$ cat src/hw/rtl/occupancy_grid_ray_update_core_macros.svh
// assertion macros for the occupancy grid ray update core
`ifndef OCCUPANCY_GRID_RAY_UPDATE_CORE_MACROS_SVH
`define OCCUPANCY_GRID_RAY_UPDATE_CORE_MACROS_SVH
`ifndef SYNTHESIS
`define OGRU_ASSERT_IMP(lbl, ante, cons) \
    lbl: assert property (@(posedge clk) disable iff (!rst_n) (ante) |-> (cons)) \
        else $error("ogru assertion failed");
`define OGRU_ASSERT_NEXT(lbl, ante, cons) \
    lbl: assert property (@(posedge clk) disable iff (!rst_n) (ante) |=> (cons)) \
        else $error("ogru assertion failed");
`else
`define OGRU_ASSERT_IMP(lbl, ante, cons)
`define OGRU_ASSERT_NEXT(lbl, ante, cons)
`endif
`endif

$ cat src/hw/rtl/ogru_pkg.sv
// shared types and constants for the occupancy grid ray update core
`default_nettype none
package ogru_pkg;

    localparam int GRID_WIDTH  = 64;
    localparam int GRID_HEIGHT = 64;
    localparam int GX_BITS     = 6;
    localparam int GY_BITS     = 6;
    localparam int ADDR_W      = GX_BITS + GY_BITS;
    localparam int ANGLE_BITS  = 12;
    localparam int T_SHIFT     = 16 - (ANGLE_BITS - 2);

    localparam int POS_W  = 14;
    localparam int RAY_W  = 25;
    localparam int LOG_W  = 12;
    localparam int MUL_W  = 22;
    localparam int PROD_W = 2 * MUL_W;
    localparam int STEP_W = 14;

    localparam logic [16:0] POLY_A   = 17'd102944;
    localparam logic [16:0] POLY_B   = 17'd42334;
    localparam logic [16:0] POLY_C   = 17'd5223;
    localparam logic [16:0] Q16_ONE  = 17'd65536;
    localparam logic [16:0] STEP_Q16 = 17'd13107;

    localparam logic [1:0] OP_WRITE  = 2'd0;
    localparam logic [1:0] OP_BEAM   = 2'd1;
    localparam logic [1:0] OP_READ   = 2'd2;
    localparam logic [1:0] OP_UNUSED = 2'd3;

    localparam logic [1:0] END_NONE  = 2'd0;
    localparam logic [1:0] END_HIT   = 2'd1;
    localparam logic [1:0] END_LEFT  = 2'd2;
    localparam logic [1:0] END_RANGE = 2'd3;

    localparam logic [2:0] CFG_HIT   = 3'd0;
    localparam logic [2:0] CFG_PASS  = 3'd1;
    localparam logic [2:0] CFG_MIN   = 3'd2;
    localparam logic [2:0] CFG_MAX   = 3'd3;
    localparam logic [2:0] CFG_RANGE = 3'd4;

    localparam logic [9:0]  HIT_RESET   = 10'd217;
    localparam logic [10:0] PASS_RESET  = 11'h727;
    localparam logic [11:0] MIN_RESET   = 12'hD00;
    localparam logic [10:0] MAX_RESET   = 11'd768;
    localparam logic [15:0] RANGE_RESET = 16'd7680;

    typedef enum logic [2:0] {
        MUL_UU  = 3'd0,
        MUL_CT2 = 3'd1,
        MUL_BT2 = 3'd2,
        MUL_AU  = 3'd3,
        MUL_SK  = 3'd4,
        MUL_OX  = 3'd5,
        MUL_OY  = 3'd6,
        MUL_RR  = 3'd7
    } mul_sel_t;

    typedef struct packed {
        logic       take;
        logic       clear;
        logic       world_we;
        logic       rd_ray;
        logic       cap_cval;
        logic       arg_hi;
        mul_sel_t   mul_sel;
        logic       cap_t2;
        logic       cap_da;
        logic       cap_db;
        logic       load_ray;
        logic       step_ray;
        logic       set_end;
        logic       occ_we;
        logic       cap_sq;
        logic       reason_we;
        logic [1:0] reason;
        logic       out_load;
    } cmd_t;

    typedef struct packed {
        logic clear_last;
        logic out_grid;
        logic hit;
        logic exceeded;
    } sts_t;

endpackage
`default_nettype wire

$ cat src/hw/rtl/ogru_ctrl.sv
// controller state machine for the occupancy grid ray update core
`default_nettype none
`include "occupancy_grid_ray_update_core_macros.svh"
module ogru_ctrl (
    input  wire logic          clk,
    input  wire logic          rst_n,
    input  wire logic          in_valid,
    output logic               in_ready,
    input  wire logic [1:0]    operation,
    output logic               out_valid,
    input  wire logic          out_ready,
    input  wire ogru_pkg::sts_t sts,
    output ogru_pkg::cmd_t     cmd
);

    typedef enum logic [15:0] {
        ST_IDLE  = 16'h0001,
        ST_CLEAR = 16'h0002,
        ST_WWR   = 16'h0004,
        ST_RD    = 16'h0008,
        ST_RDCAP = 16'h0010,
        ST_SIN1  = 16'h0020,
        ST_SIN2  = 16'h0040,
        ST_SIN3  = 16'h0080,
        ST_SIN4  = 16'h0100,
        ST_SIN5  = 16'h0200,
        ST_SIN6  = 16'h0400,
        ST_LOAD  = 16'h0800,
        ST_CHECK = 16'h1000,
        ST_WRITE = 16'h2000,
        ST_DIST  = 16'h4000,
        ST_DONE  = 16'h8000
    } state_t;

    state_t state_reg, state_next;
    logic   pass_reg, pass_next;
    logic   out_valid_reg, out_valid_next;
    logic   out_free;

    assign out_free  = !out_valid_reg || out_ready;
    assign in_ready  = (state_reg == ST_IDLE);
    assign out_valid = out_valid_reg;

    always_comb
    begin
        state_next = state_reg;
        pass_next  = pass_reg;
        cmd        = '0;
        cmd.mul_sel = ogru_pkg::MUL_UU;
        unique case (state_reg)
            ST_IDLE:
            begin
                if (in_valid)
                begin
                    cmd.take = 1'b1;
                    case (operation)
                        ogru_pkg::OP_WRITE: state_next = ST_WWR;
                        ogru_pkg::OP_BEAM:  state_next = ST_SIN1;
                        ogru_pkg::OP_READ:  state_next = ST_RD;
                        default:            state_next = ST_DONE;
                    endcase
                end
            end
            ST_CLEAR:
            begin
                cmd.clear = 1'b1;
                if (sts.clear_last)
                    state_next = ST_IDLE;
            end
            ST_WWR:
            begin
                cmd.world_we = 1'b1;
                state_next   = ST_DONE;
            end
            ST_RD:
            begin
                state_next = ST_RDCAP;
            end
            ST_RDCAP:
            begin
                cmd.cap_cval = 1'b1;
                state_next   = ST_DONE;
            end
            ST_SIN1:
            begin
                cmd.arg_hi  = pass_reg;
                cmd.mul_sel = ogru_pkg::MUL_UU;
                state_next  = ST_SIN2;
            end
            ST_SIN2:
            begin
                cmd.cap_t2  = 1'b1;
                cmd.mul_sel = ogru_pkg::MUL_CT2;
                state_next  = ST_SIN3;
            end
            ST_SIN3:
            begin
                cmd.mul_sel = ogru_pkg::MUL_BT2;
                state_next  = ST_SIN4;
            end
            ST_SIN4:
            begin
                cmd.arg_hi  = pass_reg;
                cmd.mul_sel = ogru_pkg::MUL_AU;
                state_next  = ST_SIN5;
            end
            ST_SIN5:
            begin
                cmd.mul_sel = ogru_pkg::MUL_SK;
                state_next  = ST_SIN6;
            end
            ST_SIN6:
            begin
                // second pass does the complementary angle, then squares the range
                if (pass_reg)
                begin
                    cmd.cap_db  = 1'b1;
                    cmd.mul_sel = ogru_pkg::MUL_RR;
                    pass_next   = 1'b0;
                    state_next  = ST_LOAD;
                end
                else
                begin
                    cmd.cap_da = 1'b1;
                    pass_next  = 1'b1;
                    state_next = ST_SIN1;
                end
            end
            ST_LOAD:
            begin
                cmd.load_ray = 1'b1;
                state_next   = ST_CHECK;
            end
            ST_CHECK:
            begin
                if (sts.out_grid)
                begin
                    cmd.reason_we = 1'b1;
                    cmd.reason    = ogru_pkg::END_LEFT;
                    state_next    = ST_DONE;
                end
                else
                begin
                    cmd.rd_ray  = 1'b1;
                    cmd.set_end = 1'b1;
                    cmd.mul_sel = ogru_pkg::MUL_OX;
                    state_next  = ST_WRITE;
                end
            end
            ST_WRITE:
            begin
                cmd.occ_we  = 1'b1;
                cmd.cap_sq  = 1'b1;
                cmd.mul_sel = ogru_pkg::MUL_OY;
                if (sts.hit)
                begin
                    cmd.reason_we = 1'b1;
                    cmd.reason    = ogru_pkg::END_HIT;
                    state_next    = ST_DONE;
                end
                else
                    state_next = ST_DIST;
            end
            ST_DIST:
            begin
                if (sts.exceeded)
                begin
                    cmd.reason_we = 1'b1;
                    cmd.reason    = ogru_pkg::END_RANGE;
                    state_next    = ST_DONE;
                end
                else
                begin
                    cmd.step_ray = 1'b1;
                    state_next   = ST_CHECK;
                end
            end
            ST_DONE:
            begin
                if (out_free)
                begin
                    cmd.out_load = 1'b1;
                    state_next   = ST_IDLE;
                end
            end
            default:
            begin
                state_next = ST_IDLE;
            end
        endcase
    end

    always_comb
    begin
        out_valid_next = out_valid_reg;
        if (cmd.out_load)
            out_valid_next = 1'b1;
        else if (out_ready)
            out_valid_next = 1'b0;
    end

    always_ff @(posedge clk or negedge rst_n)
    begin
        if (!rst_n)
        begin
            state_reg     <= ST_CLEAR;
            pass_reg      <= 1'b0;
            out_valid_reg <= 1'b0;
        end
        else
        begin
            state_reg     <= state_next;
            pass_reg      <= pass_next;
            out_valid_reg <= out_valid_next;
        end
    end

    `OGRU_ASSERT_NEXT(a_take_leaves_idle, in_valid && in_ready, !in_ready)
    `OGRU_ASSERT_NEXT(a_result_held, out_valid && !out_ready, out_valid)
    `OGRU_ASSERT_NEXT(a_check_flow, state_reg == ST_CHECK, state_reg == ST_WRITE || state_reg == ST_DONE)
    `OGRU_ASSERT_IMP(a_no_take_in_clear, state_reg == ST_CLEAR, !in_ready && !cmd.take)

endmodule
`default_nettype wire

$ cat config.mk
export PLATFORM = sky130hd
export DESIGN_NAME = ogru_ctrl
export DESIGN_NICKNAME = d
export VERILOG_FILES = /design/src/hw/rtl/ogru_pkg.sv /design/src/hw/rtl/ogru_ctrl.sv
export VERILOG_INCLUDE_DIRS = /design/src /design/src/hw/rtl
export SDC_FILE = /design/constraint.sdc
export NUM_CORES = 1
export LEC_CHECK = 0
export BUFFER_PORTS_ARGS = -buffer_cell sky130_fd_sc_hd__buf_4
export CORE_MARGIN = 3
export CORE_UTILIZATION = 54
export CTS_BUF_LIST = sky130_fd_sc_hd__clkbuf_8
export CTS_CLUSTER_DIAMETER = 100
export CTS_CLUSTER_SIZE = 10
export DETAILED_ROUTE_END_ITERATION = 16
export PLACE_DENSITY = 0.81
export SYNTH_ARGS = -nofsm -noshare
export SYNTH_HDL_FRONTEND = slang
export SYNTH_SLANG_ARGS = --single-unit
$ cat constraint.sdc
create_clock -name clk -period 3 [get_ports clk]
set_clock_uncertainty 0.15 [all_clocks]
set_input_delay 0 -clock clk [delete_from_list [all_inputs] [get_ports clk]]
set_output_delay 0 -clock clk [all_outputs]
set_load 0.03 [all_outputs]
[Word level (Yosys, flattened, before mapping)]
Cells that the tools add are included.
Word-level totals
  register bits: 18
  output and inout bits: 23
Cells by class
  equal/unequal tests: 21
  muxes and demuxes: 36
  reduce and logical (&&, ||, !) cells: 7
Operator list (count)
  case mux 16 bit (15 select lines): 1
  two-way mux 16 bit: 6
  case mux 16 bit (3 select lines): 1
  case mux 3 bit (7 select lines): 1
  two-way mux 1 bit: 18
  equality test 16 x 1 -> 1 bit (second input constant): 1
  equality test 16 x 10 -> 1 bit (second input constant): 1
  equality test 16 x 11 -> 1 bit (second input constant): 1
  equality test 16 x 12 -> 1 bit (second input constant): 1
  equality test 16 x 13 -> 1 bit (second input constant): 1
  equality test 16 x 14 -> 1 bit (second input constant): 1
  equality test 16 x 15 -> 1 bit (second input constant): 1
  equality test 16 bit (second input constant): 1
  equality test 16 x 2 -> 1 bit (second input constant): 1
  equality test 16 x 3 -> 1 bit (second input constant): 1
  equality test 16 x 4 -> 1 bit (second input constant): 1
  equality test 16 x 5 -> 1 bit (second input constant): 1
  equality test 16 x 6 -> 1 bit (second input constant): 1
  equality test 16 x 7 -> 1 bit (second input constant): 1
  equality test 16 x 8 -> 1 bit (second input constant): 1
  equality test 16 x 9 -> 1 bit (second input constant): 1
  two-way mux 3 bit: 5
  two-way mux 12 bit: 1
  case mux 3 bit (3 select lines): 1
  other kinds (10): 14

[Depth between registers and ports, before layout]
  depth after elaboration: 5
  gate-level depth with buffers: 7
  gate-level depth less buffers: 6

[Least setup slack after synthesis]
No wires, ideal clock.
  kind: reg2out
  from: reg state_reg[0]
  to: out cmd[12] (netlist bit)
  data arrival time: 2.645 ns
  data required time: 2.850 ns
  slack: 0.205 ns
  stages on the path, launching flop included: 5
  buffers on the path: 0
  path through: dfrtp_1 > nor4_1 > nand3_1 > nor4_1 > or4_1
RTL lines
  start: declaration: RTL line ogru_ctrl.sv:35  | state_t state_reg, state_next;
  start signal: assignment: RTL line ogru_ctrl.sv:212  | state_reg <= state_next;
  end: declaration: RTL line ogru_ctrl.sv:13  | output ogru_pkg::cmd_t cmd

[Final worst setup path]
  from: reg state_reg[13]
  to: reg state_reg[2]
On the way
  cells in the longest elaborated chain, start to end: 3
Ends and longest elaborated chain
  equality test 16 x 5 -> 1 bit (tied with other cells): RTL line ogru_ctrl.sv:50  | unique case (state_reg)
  OR reduction 2 bit (no line) / != test 2 bit (equally long branches)
  case mux 16 bit (15 select lines) / AND reduction 3 bit (equally long branches)
Parallel ways exist; a longest one is shown, timed or not.
A chain may end at the register's enable or synchronous reset.

==> run_results.csv <==
group,metric,value,unit
place,hpwlAfterDp,2.248,mm
floorplanning,die_w,53.04,um
finish,nFillCells,137,
power,clkPwrFrac,21.3,%
global_route,grt_pass1_wl,5.457,mm
logic_synthesis,syn_area,0.001195,mm2
logic_synthesis,synth_compound_area_share,8.691,%
global_route,grtUsageTotal,26.67,%
worst_setup_path,crit_arrival,2.77,ns
route,drt_iter0_drc,35,
route,firstDrtPassIters,4,
finish,drive_gt1_share,31.61,%
global_route,grt_pass1_vias,1175,
timing,finalMaxSlewViolations,0,
worst_setup_path,worst-path-max-fanout,11,
timing,period_minus_slack,2.729,ns
power,power_leakage,0.0007632,uW
power,p_sw,370.2,uW
floorplanning,core-area,0.002022,mm2
clocking,cts.clk_slew.worst_paths,0.07,ns
finish,seqCellArea,451.7,um2
power,seqPwrFrac,32.6,%
logic_synthesis,synth_fa_ha_area_share,0,%
outcome,status,"finished clean",
timing,slew_headroom,62.32,%
logic_synthesis,muxShareOfSynthArea,0,%
logic_synthesis,synth_xor_xnor_area_share,2.199,%
logic_synthesis,syn_nets,145,
global_route,gr-total-overflow,0,
clocking,cts_sinks,18,
logic_synthesis,synth_top_family_by_area,"simple AND/OR/NAND/NOR gates",
logic_synthesis,ys_seq_area_share,37.80,%
timing,max_freq,0.3664,GHz
power,internal-power,558.7,uW
place,placed_cell_area,0.001421,mm2
route,drc,0,
place,place_congestion,0.8753,
clocking,insertion_delay,0.25,ns
power,swShare,39.86,%
finish,design_area,0.001583,mm2
place,portBuffers,32,
timing,tightest_slew,0.5601,ns
finish,largest_reg_flops,16,
hold_path,hold_class,"input pin to async pin",
clocking,clock_path_buffers,2,
job,maxCapViolations,0,
power,peakVddDrop,0.5532,mV
clocking,tritoncts,"built",
logic_synthesis,synthArstFlopShare,100.0,%
route,wl_per_cell,15.37,um
timing,timing.final.crit_share,90.97,%
logic_synthesis,ys_types,43,
clocking,cts-buffers-inserted,3,
finish,n_antenna_cell,0,
worst_setup_path,path_class,"flop to flop",
timing,rsz0062_at_grt,"no",
power,power,928.9,uW
timing,finalHoldViolCount,0,
timing,finalSetupViolations,0,
finish,synthToLayoutAreaGrowth,32.46,%
logic_synthesis,synth-simple-area-share,46.07,%
logic_synthesis,ys_seq_elements,18,
global_route,grt_max_degree,19,
floorplanning,fp.dieH,53.04,um
logic_synthesis,avgSynthCellArea,8.851,um2
power,power.density,586.9,mW/mm2
floorplanning,start_util,59.10,%
finish,multi_input_area,686.9,um2
route,vias,1195,
clocking,htreeDepth,1,
global_route,antenna_found_initial,0,
worst_setup_path,cp.required,3.04,ns
logic_synthesis,yosys_warnings,0,
logic_synthesis,synth_edf_count,0,
power,combPwrFrac,46.1,%
worst_setup_path,crit_path_end_kind,"flop",
floorplanning,die-area,0.002813,mm2
floorplanning,rows,16,
timing,setup_tns,0,ns
floorplanning,io_pins,33,
route,drtAntennaViolNets,0,
finish,fin_nets,185,
clocking,cts_root_buf,"clkbuf_8",
logic_synthesis,synth_ff_type,"dfrtp_1",
place,place_ws,0.5636,ns
timing,setup_slack,0.2710,ns
route,vias_per_cell,5.945,
route,wirelength,3.089,mm
logic_synthesis,syn_inst,135,
clocking,post_cts_buffers,0,
worst_setup_path,critPathLaunchType,"flop",
-- what timing repair did --
action / 4_1_cts / 5_1_grt
setup endpoints to repair: 0 / 2
resized for setup: 0 / 1
hold buffers: 10 / 0
hold endpoints to repair: 27 / 0
-- synthesized netlist by cell type (3+ instances only) --
cell type / count / share of area [%]
nor2_1: 20 / 6.3
or4_1: 4 / 2.5
dfrtp_1: 17 / 36
and3_1: 4 / 2.1
o21ai_0: 3 / 1.3
nand2_1: 12 / 3.8
buf_4: 3 / 1.9
nor3_1: 4 / 1.7
nor4_1: 8 / 4.2
nor4b_1: 3 / 2.2
inv_1: 4 / 1.3
or4b_2: 6 / 5.0
nand3_1: 3 / 1.3
nand2b_1: 4 / 2.1
-- area by class of cell --
class	instances	share of cell area [%]
Inverter	4	0.9486
Tap cell	27	2.134
Multi-Input combinational cell	106	43.40
Timing Repair Buffer	42	21.50
Clock buffer	4	3.478
Sequential cell	18	28.54
-- path summary, 6_finish.rpt --
kind / startpoint / end / slack [ns] / depth (start not counted)
min: rst_n / state_reg[14]$_DFFE_PN0P_ / 0.005 / 2
min in group clk: sts[0] / state_reg[12]$_DFFE_PN0P_ / 0.06 / 3
max reg2reg: state_reg[13]$_DFFE_PN0P_ / state_reg[2]$_DFFE_PN0P_ / 0.27 / 5
max in group asynchronous: rst_n / state_reg[1]$_DFFE_PN1P_ / 2.44 / 2
min reg2reg: pass_reg$_DFFE_PN0N_ / pass_reg$_DFFE_PN0N_ / 0.39 / 1
max: state_reg[13]$_DFFE_PN0P_ / state_reg[2]$_DFFE_PN0P_ / 0.27 / 5
-- stage by stage --
step | util (%) | instances | hold slack (ns)
floorplan | - | 135 | -0.4456
global placement | 70.30 | 187 | -0.2683
detailed placement | 70.30 | 187 | -0.2647
CTS | 77.97 | 201 | 0.004168
global route | 78.28 | 201 | 0.02579
finish | 78.28 | 201 | 0.004963
-- cell usage in the layout (no fill, tap or decap), types with 2 or more instances in the layout --
cell type,instances
a21oi_1,2
a31oi_1,2
and3_1,4
buf_4,32
clkbuf_8,4
dfrtp_1,17
dlygate4sd3_1,10
inv_1,4
nand2_1,12
nand2b_1,4
nand3_1,3
nand3b_1,2
nand4_1,2
nor2_1,20
nor3_1,4
nor4_1,7
nor4_2,3
nor4b_1,3
o21a_1,2
o21ai_0,3
o22ai_1,2
or3_1,2
or4_1,4
or4_4,2
or4b_2,6
xnor2_1,2
-- cells by family (layout without fill, tap and decap cells) --
kind of cell           after synthesis  in the layout
AO/OA/AOI/OAI                       15             15
XOR/XNOR                             3              3
buffers and inverters               11             50
flip-flops                          18             18
AND/OR/NAND/NOR                     88             88
-- power groups by stage --
| stage | Sequential (uW) | Combinational (uW) | Clock [uW] |
|---|---|---|---|
| 2_1_floorplan | 298 | 310 | 0 |
| 3_3_place_gp | 303 | 401 | 0 |
| 3_5_place_dp | 306 | 409 | 0 |
| 4_1_cts | 302 | 424 | 203 |
| 5_1_grt | 308 | 472 | 212 |
| 6_report | 303 | 428 | 198 |
-- layer usage --
metal  up-vias  track usage, %  share of wire (%)
met5         -               0                  0
met4         0           9.362                1.1
met3         4           3.944                5.5
met2        40           44.63                 50
met1       573           34.68                 43
li1        578               -                  -
-- critical path, cell delays in order (launching register included) --
cell           delay, ns
dfrtp_1             0.49
or4_4               0.62
nor4_2              0.47
nand2_1             0.18
nor3_1              0.18
dlygate4sd3_1       0.57
(Power assumes the default switching activity.)
